File: config.mk
export PLATFORM = sky130hd
export DESIGN_NAME = double_hash_table_insert_search_unit
export DESIGN_NICKNAME = d
export VERILOG_FILES = /design/src/hw/rtl/dhtis_pkg.sv /design/src/hw/rtl/dhtis_ram.sv /design/src/hw/rtl/double_hash_table_insert_search_unit.sv
export SDC_FILE = /design/constraint.sdc
export NUM_CORES = 1
export LEC_CHECK = 0
export BUFFER_PORTS_ARGS = -buffer_cell sky130_fd_sc_hd__buf_2
export CORE_MARGIN = 1
export CORE_UTILIZATION = 40
export CTS_BUF_LIST = sky130_fd_sc_hd__clkbuf_4
export CTS_CLUSTER_DIAMETER = 120
export CTS_CLUSTER_SIZE = 12
export DETAILED_ROUTE_END_ITERATION = 8
export MAX_ROUTING_LAYER = met4
export PLACE_DENSITY = 0.6
export SYNTH_ARGS = -nofsm -noshare
export SYNTH_HDL_FRONTEND = slang
export SYNTH_SLANG_ARGS = --single-unit
export TNS_END_PERCENT = 5
File: constraint.sdc
create_clock -name clk -period 6.4 [get_ports clk]
set_clock_uncertainty 0.05 [all_clocks]
set_input_delay 0 -clock clk [delete_from_list [all_inputs] [get_ports clk]]
set_output_delay 0 -clock clk [all_outputs]
set_load 0.005 [all_outputs]
File: src/hw/rtl/dhtis_pkg.sv
// Shared types and constants for the double-hashing insert/search unit.
package dhtis_pkg;

	localparam int KEY_W = 31;

	// Base of the secondary hash: step = STEP_BASE - (key mod STEP_BASE)
	localparam logic [2:0] STEP_BASE = 3'd7;

	// Request codes
	localparam logic REQ_INSERT = 1'b0;
	localparam logic REQ_SEARCH = 1'b1;

	// Result status codes
	localparam logic [1:0] ST_INSERTED  = 2'd0;
	localparam logic [1:0] ST_FULL      = 2'd1;
	localparam logic [1:0] ST_FOUND     = 2'd2;
	localparam logic [1:0] ST_NOT_FOUND = 2'd3;

	typedef struct packed {
		logic             req_type;
		logic [KEY_W-1:0] key;
	} req_t;

	typedef struct packed {
		logic [1:0] status;
		logic [3:0] slot_index;
	} rsp_t;

	typedef enum logic [2:0] {
		S_IDLE,
		S_CLEAR,
		S_REDUCE,
		S_READ,
		S_CHECK
	} state_t;

endpackage

File: src/hw/rtl/dhtis_ram.sv
// Generic single-port RAM with registered read data.
module dhtis_ram #(
	parameter int WIDTH = 32,
	parameter int DEPTH = 16
) (
	input  logic                     clk,
	input  logic                     we,
	input  logic [$clog2(DEPTH)-1:0] addr,
	input  logic [WIDTH-1:0]         wdata,
	output logic [WIDTH-1:0]         rdata
);

	logic [WIDTH-1:0] mem_q [DEPTH];
	logic [WIDTH-1:0] rdata_q;

	// write port and registered read
	always_ff @(posedge clk) begin
		if (we) begin
			mem_q[addr] <= wdata;
		end
		rdata_q <= mem_q[addr];
	end

	assign rdata = rdata_q;

endmodule

File: src/hw/rtl/double_hash_table_insert_search_unit.sv
// Each request uses P probes, P = 1..TABLE_SLOTS, before done rises.
// The key is reduced mod TABLE_SLOTS and mod 7 by reciprocal multiplication on one shared
// multiplier in S_REDUCE, then each probe is a RAM read (S_READ) and a data check (S_CHECK).
// One request at a time: busy stays high until done rises; the next start is taken
// while done is high.
// Reset: a clearing pass writes every slot empty with busy high.
module double_hash_table_insert_search_unit #(
	parameter int TABLE_SLOTS = 16
) (
	input  logic            clk,
	input  logic            arst_n,
	input  logic            start,
	input  dhtis_pkg::req_t req,
	output logic            busy,
	output logic            done,
	output dhtis_pkg::rsp_t rsp
);

	import dhtis_pkg::*;

	localparam int AW = $clog2(TABLE_SLOTS);
	localparam int CW = $clog2(TABLE_SLOTS + 1);
	localparam int SW = ((AW > 3) ? AW : 3) + 1;
	localparam int EW = KEY_W + 1;
	localparam int RW = AW + 1;
	localparam int PW = 2 * KEY_W;

	localparam logic [AW:0]    SLOTS_X    = (AW + 1)'(TABLE_SLOTS);
	localparam logic [SW-1:0]  SLOTS_S    = SW'(TABLE_SLOTS);
	localparam logic [AW-1:0]  LAST_SLOT  = AW'(TABLE_SLOTS - 1);
	localparam logic [CW-1:0]  LAST_PROBE = CW'(TABLE_SLOTS - 1);
	localparam logic [1:0]     RED_LAST   = 2'd2;

	// floor(2^31 / d): the quotient estimate is at most one below the true quotient
	localparam logic [KEY_W-1:0] RECIP_SLOTS = KEY_W'(64'h8000_0000 / 64'(TABLE_SLOTS));
	localparam logic [KEY_W-1:0] RECIP_SEVEN = KEY_W'(64'h8000_0000 / 64'(STEP_BASE));

	state_t state_q, state_d;

	logic             req_type_q;
	logic [KEY_W-1:0] key_q;
	logic [1:0]       red_cnt_q;
	logic [PW-1:0]    prod_q;
	logic [AW-1:0]    pos_q;
	logic [AW-1:0]    step_q;
	logic [CW-1:0]    probe_cnt_q;
	logic [AW-1:0]    clr_addr_q;
	logic             done_q;
	rsp_t             rsp_q;

	// RAM port
	logic          ram_we;
	logic [AW-1:0] ram_addr;
	logic [EW-1:0] ram_wdata;
	logic [EW-1:0] ram_rdata;

	dhtis_ram #(
		.WIDTH(EW),
		.DEPTH(TABLE_SLOTS)
	) u_slots (
		.clk  (clk),
		.we   (ram_we),
		.addr (ram_addr),
		.wdata(ram_wdata),
		.rdata(ram_rdata)
	);

	// Shared multiplier: reciprocal of the table size first, then of seven
	logic [KEY_W-1:0] mul_b;
	logic [PW-1:0]    mul_p;

	always_comb begin
		mul_b = (red_cnt_q == 2'd0) ? RECIP_SLOTS : RECIP_SEVEN;
		mul_p = PW'(key_q) * PW'(mul_b);
	end

	// Remainders from the registered product; one correcting subtract each
	logic [RW-1:0] quo_m;
	logic [RW-1:0] rem_m_x;
	logic [AW-1:0] rem_m;
	logic [3:0]    quo_7;
	logic [3:0]    rem_7_x;
	logic [2:0]    rem_7;

	always_comb begin
		quo_m   = prod_q[KEY_W +: RW];
		rem_m_x = key_q[RW-1:0] - RW'(quo_m * SLOTS_X);
		if (rem_m_x >= SLOTS_X) begin
			rem_m = AW'(rem_m_x - SLOTS_X);
		end else begin
			rem_m = rem_m_x[AW-1:0];
		end
		quo_7   = prod_q[KEY_W +: 4];
		rem_7_x = key_q[3:0] - 4'(quo_7 * {1'b0, STEP_BASE});
		if (rem_7_x >= {1'b0, STEP_BASE}) begin
			rem_7 = 3'(rem_7_x - {1'b0, STEP_BASE});
		end else begin
			rem_7 = rem_7_x[2:0];
		end
	end

	// Probe step, folded below the table size (small tables need several folds)
	logic [2:0]    step_raw;
	logic [SW-1:0] step_w;
	logic [AW-1:0] step_mod;

	always_comb begin
		step_raw = STEP_BASE - rem_7;
		step_w   = SW'(step_raw);
		for (int i = 0; i < 3; i++) begin
			if (step_w >= SLOTS_S) begin
				step_w = step_w - SLOTS_S;
			end
		end
		step_mod = step_w[AW-1:0];
	end

	// Next probe position, wrapped
	logic [AW:0]   pos_sum;
	logic [AW-1:0] pos_next;

	always_comb begin
		pos_sum = {1'b0, pos_q} + {1'b0, step_q};
		if (pos_sum >= SLOTS_X) begin
			pos_next = AW'(pos_sum - SLOTS_X);
		end else begin
			pos_next = pos_sum[AW-1:0];
		end
	end

	// Slot check on the returned RAM data
	logic             rd_valid;
	logic [KEY_W-1:0] rd_key;
	logic             hit_ins;
	logic             hit_key;
	logic             stop_empty;
	logic             last_probe;
	logic             finish;
	logic [AW+3:0]    pos_wide;
	rsp_t             rsp_d;

	always_comb begin
		rd_valid   = ram_rdata[KEY_W];
		rd_key     = ram_rdata[KEY_W-1:0];
		hit_ins    = (req_type_q == REQ_INSERT) && !rd_valid;
		stop_empty = (req_type_q == REQ_SEARCH) && !rd_valid;
		hit_key    = (req_type_q == REQ_SEARCH) && rd_valid && (rd_key == key_q);
		last_probe = (probe_cnt_q == LAST_PROBE);
		finish     = hit_ins || stop_empty || hit_key || last_probe;
		pos_wide   = (AW + 4)'(pos_q);
		if (hit_ins) begin
			rsp_d.status = ST_INSERTED;
		end else if (hit_key) begin
			rsp_d.status = ST_FOUND;
		end else if (req_type_q == REQ_INSERT) begin
			rsp_d.status = ST_FULL;
		end else begin
			rsp_d.status = ST_NOT_FOUND;
		end
		rsp_d.slot_index = (hit_ins || hit_key) ? pos_wide[3:0] : 4'd0;
	end

	// Next state
	always_comb begin
		state_d = state_q;
		unique case (state_q)
			S_IDLE: begin
				if (start) state_d = S_REDUCE;
			end
			S_CLEAR: begin
				if (clr_addr_q == LAST_SLOT) state_d = S_IDLE;
			end
			S_REDUCE: begin
				if (red_cnt_q == RED_LAST) state_d = S_READ;
			end
			S_READ: begin
				state_d = S_CHECK;
			end
			S_CHECK: begin
				state_d = finish ? S_IDLE : S_READ;
			end
			default: begin
				state_d = S_IDLE;
			end
		endcase
	end

	// State outputs: busy and RAM port
	always_comb begin
		busy      = (state_q != S_IDLE);
		ram_we    = 1'b0;
		ram_addr  = pos_q;
		ram_wdata = {1'b1, key_q};
		unique case (state_q)
			S_CLEAR: begin
				ram_we    = 1'b1;
				ram_addr  = clr_addr_q;
				ram_wdata = '0;
			end
			S_CHECK: begin
				ram_we = hit_ins;
			end
			S_IDLE, S_REDUCE, S_READ: begin
				ram_we = 1'b0;
			end
			default: begin
				ram_we = 1'b0;
			end
		endcase
	end

	// Control registers
	always_ff @(posedge clk or negedge arst_n) begin
		if (!arst_n) begin
			state_q     <= S_CLEAR;
			clr_addr_q  <= '0;
			red_cnt_q   <= '0;
			probe_cnt_q <= '0;
			done_q      <= 1'b0;
		end else begin
			state_q <= state_d;
			done_q  <= 1'b0;
			case (state_q)
				S_CLEAR: clr_addr_q <= clr_addr_q + 1'b1;
				S_IDLE:  red_cnt_q  <= '0;
				S_REDUCE: begin
					red_cnt_q   <= red_cnt_q + 1'b1;
					probe_cnt_q <= '0;
				end
				S_CHECK: begin
					if (finish) begin
						done_q <= 1'b1;
					end else begin
						probe_cnt_q <= probe_cnt_q + 1'b1;
					end
				end
				default: begin
				end
			endcase
		end
	end

	// Datapath registers
	always_ff @(posedge clk) begin
		case (state_q)
			S_IDLE: begin
				if (start) begin
					req_type_q <= req.req_type;
					key_q      <= req.key;
				end
			end
			S_REDUCE: begin
				prod_q <= mul_p;
				// home slot once the size product is in, step once the seven product is in
				if (red_cnt_q == 2'd1) begin
					pos_q <= rem_m;
				end
				if (red_cnt_q == RED_LAST) begin
					step_q <= step_mod;
				end
			end
			S_CHECK: begin
				if (finish) begin
					rsp_q <= rsp_d;
				end else begin
					pos_q <= pos_next;
				end
			end
			default: begin
			end
		endcase
	end

	assign done = done_q;
	assign rsp  = rsp_q;

	// Checks
	a_done_idle: assert property (@(posedge clk) disable iff (!arst_n)
		done |-> !busy)
		else $error("result beat while busy");

	a_done_pulse: assert property (@(posedge clk) disable iff (!arst_n)
		done |=> !done)
		else $error("result strobe longer than one cycle");

	a_start_busy: assert property (@(posedge clk) disable iff (!arst_n)
		(start && !busy) |=> (busy && state_q == S_REDUCE))
		else $error("accepted request did not start reduction");

	a_probe_bound: assert property (@(posedge clk) disable iff (!arst_n)
		(state_q == S_CHECK) |-> (probe_cnt_q <= LAST_PROBE))
		else $error("probe count beyond table size");

endmodule
Word level (Yosys, flattened, before mapping):

Memory sizes are Yosys's and may differ from the RTL's. A register that Yosys moved wholly into a read port is not among the register bits.
Index checks and enable logic that the tools add are counted.
W data, S select, Z words.

* output and inout bits: 8
* latch bits: 0
* bits in registers: 95
* memories: 1
* bits in read-only memories: 0
* bits in writable memories: 512

* bitwise gates (word level): 1
* shift operators: 0
* reduce and logical (&&, ||, !) cells: 21
* order comparisons: 3
* $mul: 2
* div/mod/pow operators: 0
* eq/ne operators: 14
* add/subtract/negate cells: 10
* muxes and demuxes: 24

Memories
* u_slots.mem_q: words 16, bits a word 32, read ports 1, clocked after memory_dff 1, write ports 1, line dhtis_ram.sv:13 `logic [WIDTH-1:0] mem_q [DEPTH];`

Operators by type and width (number)
* $mul A31 B29 Y35: 1
* $mux W32: 1
* $eq A31 B31 Y1: 1
* $mux W29: 1
* $mux W4: 5
* $pmux W3 S5: 1
* $mux W3: 4
* $ge A5 B5 Y1 const B: 2
* $ne A2 B2 Y1 const B: 5
* $pmux W5 S2: 1
* $pmux W4 S2: 1
* $reduce_and A2 Y1: 4
* $sub A4 B1 Y4 const B: 2
* $eq A3 B2 Y1 const B: 2
* $mux W2: 3
* $reduce_and A3 Y1: 2
* $add A4 B3 Y5: 1
* $add A5 B1 Y5 const B: 1
* $eq A5 B4 Y1 const B: 1
* $mux W5: 1
* $sub A5 B5 Y5: 1
* $add A4 B1 Y4 const B: 1
* $eq A4 B4 Y1 const B: 1
* $ge A4 B3 Y1 const B: 1
* other kinds (21): 31

Logic depth before layout (Yosys ltp):

Gate-level depths: netlist (run 1).

* word-level depth: 7
* mapped depth: 26
* mapped depth without buffers: 25

Modules after synthesis:

Synthesis (run 1) repeated with hierarchy kept, for this count alone.

* cell total of the unflattened synthesis: 1793
* area total of the unflattened synthesis: 29638.4 um^2

By module, submodules not included
* dhtis_ram: area each 19862.8 um^2, times used 1, sequential area each 16015.4 um^2, cells each 840
* double_hash_table_insert_search_unit: area each 9775.6 um^2, times used 1, sequential area each 1848.0 um^2, cells each 953

Least setup slack after synthesis (run 1):

OpenSTA, ideal clock, no wires.

* kind: register to register
* start point: register red_cnt_q[0]
* end point: register prod_q[34] (data pin)
* library setup time: 260 ps
* path buffers: 2
* required time: 6090 ps
* arrival: 5944 ps
* clock period less this slack: 6254 ps
* cell stages (with the launch flop): 25
* path slack: 146 ps
* path through: dfrtp_1 -> inv_1 -> ha_1 -> clkbuf_1 -> clkbuf_1 -> nor2_1 -> a21oi_1 -> fa_1 -> inv_1 -> fa_1 -> fa_1 -> inv_1 -> fa_1 -> inv_1 -> fa_1 -> fa_1 -> ha_1 -> ha_1 -> and4_1 -> and3_1 -> o211ai_1 -> a31oi_1 -> o31ai_1 -> o21ai_0 -> xnor2_1

* longest elaborated chain between the ends: 3

Ends and longest elaborated chain
* start, declared: line double_hash_table_insert_search_unit.sv:42 `logic [1:0] red_cnt_q;`
* start signal, assigned: line double_hash_table_insert_search_unit.sv:227 `red_cnt_q <= red_cnt_q + 1'b1;`
* $logic_not A2 Y1: line double_hash_table_insert_search_unit.sv:73 `mul_b = (red_cnt_q == 2'd0) ? RECIP_SLOTS : RECIP_SEVEN;`
* $mux W29: line double_hash_table_insert_search_unit.sv:73
* $mul A31 B29 Y35: line double_hash_table_insert_search_unit.sv:74 `mul_p = PW'(key_q) * PW'(mul_b);`
* via mul_p[34]: line double_hash_table_insert_search_unit.sv:70 `logic [PW-1:0] mul_p;`
* end signal, assigned: line double_hash_table_insert_search_unit.sv:253 `prod_q <= mul_p;`
* end, declared: line double_hash_table_insert_search_unit.sv:43 `logic [PW-1:0] prod_q;`

The timed path passes the listed nets, and every way through them passes these cells.
A chain may end at the register's enable or synchronous reset.

Final worst setup path (run 1):

* start point: register red_cnt_q[1]
* end point: register prod_q[32] (data pin)

The elaborated chain is that of the path after synthesis.

==> flow_metrics.py, run 1 <==
metrics = {
    "run_status": {
        "status": "finished, violations left",
        "failed_checks": "DRC",
    },
    "cts": {
        "numClockSinks": 608,
        "insertion_delay_ns": 0.93,
        "cts_made_buffers": 56,
        "cts_tree": "built",
        "clock_transition_at_the_registers_of_the_reported_paths_ns": 0.16,
        "cts.path.max_buffers": 3,
        "root_buffer": "clkbuf_4",
        "cts_max_level": 2,
    },
    "routing": {
        "detailed_route_wirelength_on_metal3_um": 3460,
        "drcViolationCount": 4,
        "top_layer": "met4",
        "detail_route.first_pass.iterations": 7,
        "antenna_violating_nets_post_route": 0,
        "routed-wl-met2_um": 36100,
        "met1_length_um": 31300,
        "routed_wirelength_um": 72300,
        "drt-initial-drc-count": 1164,
        "wl_per_cell_um": 23.8,
        "vias": 15900,
        "via_per_inst": 5.23,
    },
    "logic_synthesis": {
        "syn_inst": 1850,
        "synth.area.top_cells": "edfxtp_1 (56%), mux4_2 (9.7%), fa_1 (8.6%)",
        "synth_sequential_area_ratio_pct": 59.8,
        "synth_ff_type": "edfxtp_1",
        "avgSynthCellArea_um2": 16.1,
        "synth_area_mm2": 0.0298,
        "count_of_flip_flops_with_a_built_in_enable_after_synthesis": 561,
        "synth-compound-area-share_pct": 2.74,
        "share_of_flip_flops_with_an_asynchronous_set_or_reset_after_synthesis_pct": 2.47,
        "synth.top_cells.by_count": "edfxtp_1 (561), inv_1 (272), ha_1 (183)",
        "dominant_combinational_cell_family_by_area_after_synthesis": "adder cells",
        "synth_adder_area_share_pct": 16.3,
        "netlist.area_leader.share_pct": 56.4,
        "synthMuxAreaShare_pct": 10.0,
        "yosys_warnings": 0,
        "yosys_register_bits": 608,
        "synthXorXnorAreaFrac_pct": 2.11,
        "post-synth-top-area-cell": "edfxtp_1",
        "yosys.area_share.simple_pct": 4.46,
        "synthMostInstantiatedCell": "edfxtp_1",
        "synth.distinct_cells": 51,
    },
    "sta": {
        "timing_hold_violations_final": 0,
        "slew_margin_rel_pct": 24.1,
        "fmaxAchievable_mhz": 161,
        "worst-slew-pin-transition_ns": 1.14,
        "fin_tns_setup_ns": 0,
        "timing_max_transition_violations_final": 0,
        "min_period_ns": 6.22,
        "final_critical_path_share_of_the_clock_period_pct": 97.2,
        "setup_viol": 0,
    },
    "global_route": {
        "grt-ovfl-total": 0,
        "grt_pass1_wl_um": 108000,
        "antenna_found_initial": 2,
        "grt_start_max_net_pins": 69,
        "via_count_of_the_first_global_routing_pass": 17000,
        "track_usage_pct": 20.1,
    },
    "floorplan": {
        "chipHeight_um": 275,
        "design.die.area_mm2": 0.0757,
        "die_width_um": 275,
        "placementRows": 99,
        "floorplan.core_area_mm2": 0.0735,
        "io_pins": 43,
        "initial_utilization_pct": 40.6,
    },
    "placed_design": {
        "placement.io_buffers": 42,
        "gp_congestion": 0.898,
        "dpl-instance-area_mm2": 0.0316,
        "dp_hpwl_um": 46400,
    },
    "critical_path": {
        "cp.required_ns": 7.01,
        "worstSetupPathType": "flip-flop to flip-flop",
        "setup.worst_path.start_class": "flip-flop",
        "crit_path_max_fanout": 10,
        "arrival_ns": 6.83,
        "critical_path.endpoint_type": "flip-flop",
    },
    "final_layout": {
        "num-fill-cells": 6419,
        "storage_element_area_mm2": 0.0179,
        "final_core_util_pct": 45.3,
        "count_of_nets_after_finishing": 2379,
        "area_taken_by_multi_input_logic_gates_mm2": 0.0109,
        "postLayoutCellArea_mm2": 0.0333,
        "area.growth.synth_to_final_pct": 11.4,
        "layout-drive-gt1-share_pct": 18.5,
    },
    "min_path": {
        "min-delay-path-class": "input pin to asynchronous set/reset pin",
    },
    "job": {
        "max-cap-violations": 0,
    },
}
==> final timing paths <==
check	start	endpoint	slack (ns)	cells past startpoint
setup / recovery	red_cnt_q[1]	prod_q[32]	0.18	23
hold / removal	arst_n	red_cnt_q[1]	0.17	3
setup reg to reg	red_cnt_q[1]	prod_q[32]	0.18	23
hold reg to reg	probe_cnt_q[4]	probe_cnt_q[4]	0.47	2
max in group asynchronous	arst_n	clr_addr_q[1]	5.65	3
min in group clk	req[25]	key_q[25]	0.27	3
==> routing by layer <==
metal	up-vias	GRT usage, %
met5	-	-
met4	0	4.77
met3	98	2.54
met2	415	33.3
met1	8311	26.5
li1	7069	-
==> what timing repair did <==
| action | in CTS | in global routing |
|---|---|---|
| setup buffers | 0 | 1 |
| endpoints found under the hold margin | 80 | 0 |
| gates resized for setup | 0 | 14 |
| hold buffers | 68 | 0 |
| endpoints found under the setup margin | 0 | 3 |
==> area by class of cell <==
cell class                      count  area share [%]
Inverter                          272            3.07
Timing Repair Buffer              182            4.45
Antenna cell                        2          0.0151
Sequential cell                   608            53.7
Tap cell                          959            3.61
Clock buffer                      101            2.28
Multi-Input combinational cell    913            32.7
Clock inverter                      4           0.181
==> worst max-delay path, cell delays in order, from the launching register on <==
cell      delay, ns
dfrtp_1        0.43
inv_2          0.10
ha_4           0.21
buf_12         0.15
nand2b_1       0.16
nand2_1        0.08
fa_1           0.46
fa_1           0.49
inv_1          0.05
fa_1           0.45
fa_1           0.51
fa_1           0.43
fa_1           0.50
inv_1          0.04
ha_1           0.27
ha_1           0.34
and4_4         0.24
and3_1         0.21
o211ai_1       0.11
a31oi_2        0.21
buf_4          0.15
nor3_1         0.04
xnor2_1        0.14
buf_4          0.13
==> cells in the final DEF (no fill, tap or decap), types with 8 or more instances in the layout <==
| master | instances |
|---|---|
| inv_1 | 270 |
| mux4_2 | 128 |
| nor2_1 | 14 |
| nand4_1 | 8 |
| edfxtp_1 | 561 |
| nand3_1 | 13 |
| ha_1 | 182 |
| nor2b_1 | 38 |
| clkbuf_4 | 101 |
| nand2b_1 | 22 |
| and2_1 | 35 |
| dlygate4sd3_1 | 68 |
| xnor2_1 | 56 |
| buf_4 | 69 |
| o21ai_0 | 15 |
| nor2_4 | 14 |
| a31oi_1 | 36 |
| a211oi_1 | 32 |
| dfrtp_1 | 14 |
| a21o_1 | 9 |
| a21oi_1 | 17 |
| nand2_1 | 93 |
| dfxtp_1 | 32 |
| xor2_1 | 16 |
| buf_2 | 42 |
| fa_1 | 128 |
==> cells by family (layout without fill, tap and decap cells) <==
| group | after synthesis | after routing |
|---|---|---|
| DFF | 608 | 608 |
| buffers and inverters | 333 | 559 |
| adders and majority gates | 311 | 311 |
| and+or+nand+nor | 260 | 260 |
| muxes | 138 | 138 |
| AOI/OAI and AO/OA | 126 | 126 |
| xor gates and xnor gates | 72 | 72 |
| other | 2 | 8 |
==> state kept, by name, summed over array words and instances, names as in the netlist <==
name	cells
rsp	6
done	1
red_cnt_q	2
u_slots.rdata	32
step_q	3
pos_q	4
req_type_q	1
prod_q	4
clr_addr_q	4
probe_cnt_q	5
state_q	3
u_slots.mem_q	512
key_q	31
==> metrics by stage <==
stage / instances / hold slack, ns / setup slack [ns]
6_report: 3041 / 0.170 / 0.180
5_1_grt: 3041 / 0.197 / -0.0472
4_1_cts: 3036 / 0.124 / 0.140
3_5_place_dp: 2863 / -0.120 / 0.198
3_3_place_gp: 2863 / -0.122 / 0.227
2_1_floorplan: 1854 / -0.346 / 0.146
Power of run 1 is not shown: default switching activity piles up to over one toggle a cycle in this logic, so the estimate is an artifact.
==> inputs of run 2 (changes only) <==
CORE_ASPECT_RATIO = 0.8   (was not set)
==> run 2 against run 1 <==
The flow now finishes without violations. Wire length is 0.92% lower. Critical endpoint is now prod_q[33]. Sequential share of layout area is 0.16 points higher. Worst setup slack better by 0.015 ns. Via count is 0.12% higher. Count of clock-buffer cells in the layout is 5 lower. Non-clock buffer count is 13 lower. Final area is 0.29% lower. Critical path depth is 1 lower. Flip-flop and latch count stayed put. First-iteration DRC count is 22% higher. Die area hardly changed.
==> flow_metrics.py, run 2 (synthesis gave the netlist of run 1 again) <==
metrics = {
    "routing": {
        "antenna_violating_nets_post_route": 0,
        "drt-initial-drc-count": 1422,
        "drcViolationCount": 0,
        "top_layer": "met4",
        "routed-wl-met2_um": 33600,
        "routed_wirelength_um": 71600,
        "via_per_inst": 5.18,
        "detail_route.first_pass.iterations": 4,
        "vias": 15900,
        "detailed_route_wirelength_on_metal3_um": 4340,
        "met1_length_um": 32500,
        "wl_per_cell_um": 23.3,
    },
    "cts": {
        "numClockSinks": 608,
        "cts_max_level": 2,
        "clock_transition_at_the_registers_of_the_reported_paths_ns": 0.16,
        "insertion_delay_ns": 0.92,
        "cts.path.max_buffers": 3,
        "root_buffer": "clkbuf_4",
        "cts_made_buffers": 56,
        "cts_tree": "built",
    },
    "global_route": {
        "grt_start_max_net_pins": 102,
        "grt-ovfl-total": 0,
        "grt_pass1_wl_um": 107000,
        "track_usage_pct": 19.9,
        "via_count_of_the_first_global_routing_pass": 16800,
        "antenna_found_initial": 7,
    },
    "floorplan": {
        "placementRows": 89,
        "floorplan.core_area_mm2": 0.0738,
        "chipHeight_um": 246,
        "die_width_um": 307,
        "io_pins": 43,
        "initial_utilization_pct": 40.4,
        "design.die.area_mm2": 0.0757,
    },
    "run_status": {
        "status": "complete, no violations",
    },
    "placed_design": {
        "dp_hpwl_um": 45700,
        "placement.io_buffers": 42,
        "place.detailed.instances": 2892,
        "gp_congestion": 0.901,
    },
    "critical_path": {
        "setup.worst_path.start_class": "flip-flop",
        "reg2reg_slack_ns": 0.20,
        "critical_path.max_stage_delay_ns": 0.53,
        "timing.rr.end": "prod_q[33]",
        "cp.required_ns": 7.05,
        "cell_family_contributing_the_most_delay_on_the_critical_path": "adder cells",
        "timing.critical_path.cells": "inv_1, ha_4, buf_12, nand2b_1, nand2_1, fa_1, fa_1, inv_1, fa_1, fa_1, fa_1, fa_1, inv_1, ha_1, ha_1, and4_1, and3_1, o211ai_1, a31oi_2, o31ai_2, nor2b_2, xnor2_1",
        "crit_path_frequent_cell": "fa_1",
        "crit_path_max_fanout": 13,
        "critical_path.endpoint_type": "flip-flop",
        "timing.critical_path.slowest_stage_cell": "fa_1",
        "ff2ff_path_depth": 22,
        "worstSetupPathType": "flip-flop to flip-flop",
        "timing.critical_path.buf_inv": 4,
        "crit-reg2reg-launch": "red_cnt_q[1]",
        "arrival_ns": 6.85,
    },
    "final_layout": {
        "layout.cells.most_common": "edfxtp_1",
        "largest_register_ff_count": 512,
        "area.growth.synth_to_final_pct": 11.1,
        "num-fill-cells": 6494,
        "largest-register": "u_slots.mem_q",
        "commonest_cells_after_routing_fill_and_taps_aside": "edfxtp_1 (561), inv_1 (272), ha_1 (182)",
        "layout-drive-gt1-share_pct": 17.5,
        "count_of_nets_after_finishing": 2366,
        "final_cell_count_no_fill": 3074,
    },
    "sta": {
        "final_critical_path_share_of_the_clock_period_pct": 97.0,
        "min_period_ns": 6.20,
        "worst-slew-pin-transition_ns": 1.15,
        "slew_margin_rel_pct": 23.1,
        "timing_hold_violations_final": 0,
        "fmaxAchievable_mhz": 161,
        "timing_max_transition_violations_final": 0,
        "setup_viol": 0,
    },
    "job": {
        "max-cap-violations": 0,
    },
    "min_path": {
        "min-delay-path-class": "input pin to asynchronous set/reset pin",
    },
}
==> run 2: cell types whose count changed in the layout (fill, tap and decap cells not counted), moves of 2 or more <==
cell,before,now
buf_4,69,55
inv_2,2,0
buf_12,1,3
diode_2,2,11
clkbuf_4,101,96
clkinvlp_4,0,2
inv_1,270,272
==> run 2: area by class of cell <==
cell class	instances	area, um2	share of cell area [%]
sequential	608	17900	53.9
multi-input combinational	913	10800	32.7
timing repair buffer	169	1390	4.19
tap	1001	1250	3.78
inverter	272	1020	3.08
clock buffer	96	721	2.17
clock inverter	4	36.3	0.109
antenna	11	27.5	0.0830
==> run 2: what timing repair did <==
| action | 4_1_cts | 5_1_grt |
|---|---|---|
| resized for setup | 1 | 6 |
| pin swaps | 0 | 2 |
| endpoints found under the setup margin | 1 | 4 |
| setup buffers | 0 | 2 |
| hold buffers | 68 | 0 |
| gates cloned | 0 | 1 |
| hold endpoints to repair | 80 | 0 |
==> run 2: worst min-delay path, stage by stage <==
cell           delay, ns
dlygate4sd3_1       0.53
buf_2               0.11
dlygate4sd3_1       1.05
==> run 2: worst max-delay path by stage <==
stage	from	endpoint	slack, ns	cells after the start
global route	red_cnt_q[0]	prod_q[33]	-0.004	22
floorplan	red_cnt_q[0]	prod_q[34]	0.15	24
finish	red_cnt_q[1]	prod_q[33]	0.20	22
detailed placement	red_cnt_q[1]	prod_q[34]	0.009	22
global placement	red_cnt_q[0]	prod_q[34]	0.14	22
CTS	red_cnt_q[1]	prod_q[34]	0.08	22
==> run 2: routing by layer <==
layer	vias up	GRT usage (%)
met5	-	-
met4	0	4.18
met3	77	3.46
met2	452	30.8
met1	8329	27.6
li1	7054	-
==> run 2: metrics by stage <==
step / area [um2] / worst slack, ns / hold slack [ns] / util (%) / setup TNS [ns]
6_report: 33200 / 0.195 / 0.184 / 44.9 / 0
2_1_floorplan: 29900 / 0.146 / -0.346 / - / 0
4_1_cts: 33000 / 0.0771 / 0.135 / 44.8 / 0
3_3_place_gp: 31600 / 0.138 / -0.112 / 42.8 / 0
3_5_place_dp: 31600 / 0.00895 / -0.106 / 42.8 / 0
5_1_grt: 33200 / -0.00397 / 0.180 / 44.9 / -0.00397
Power of run 2 is left out for the same reason.
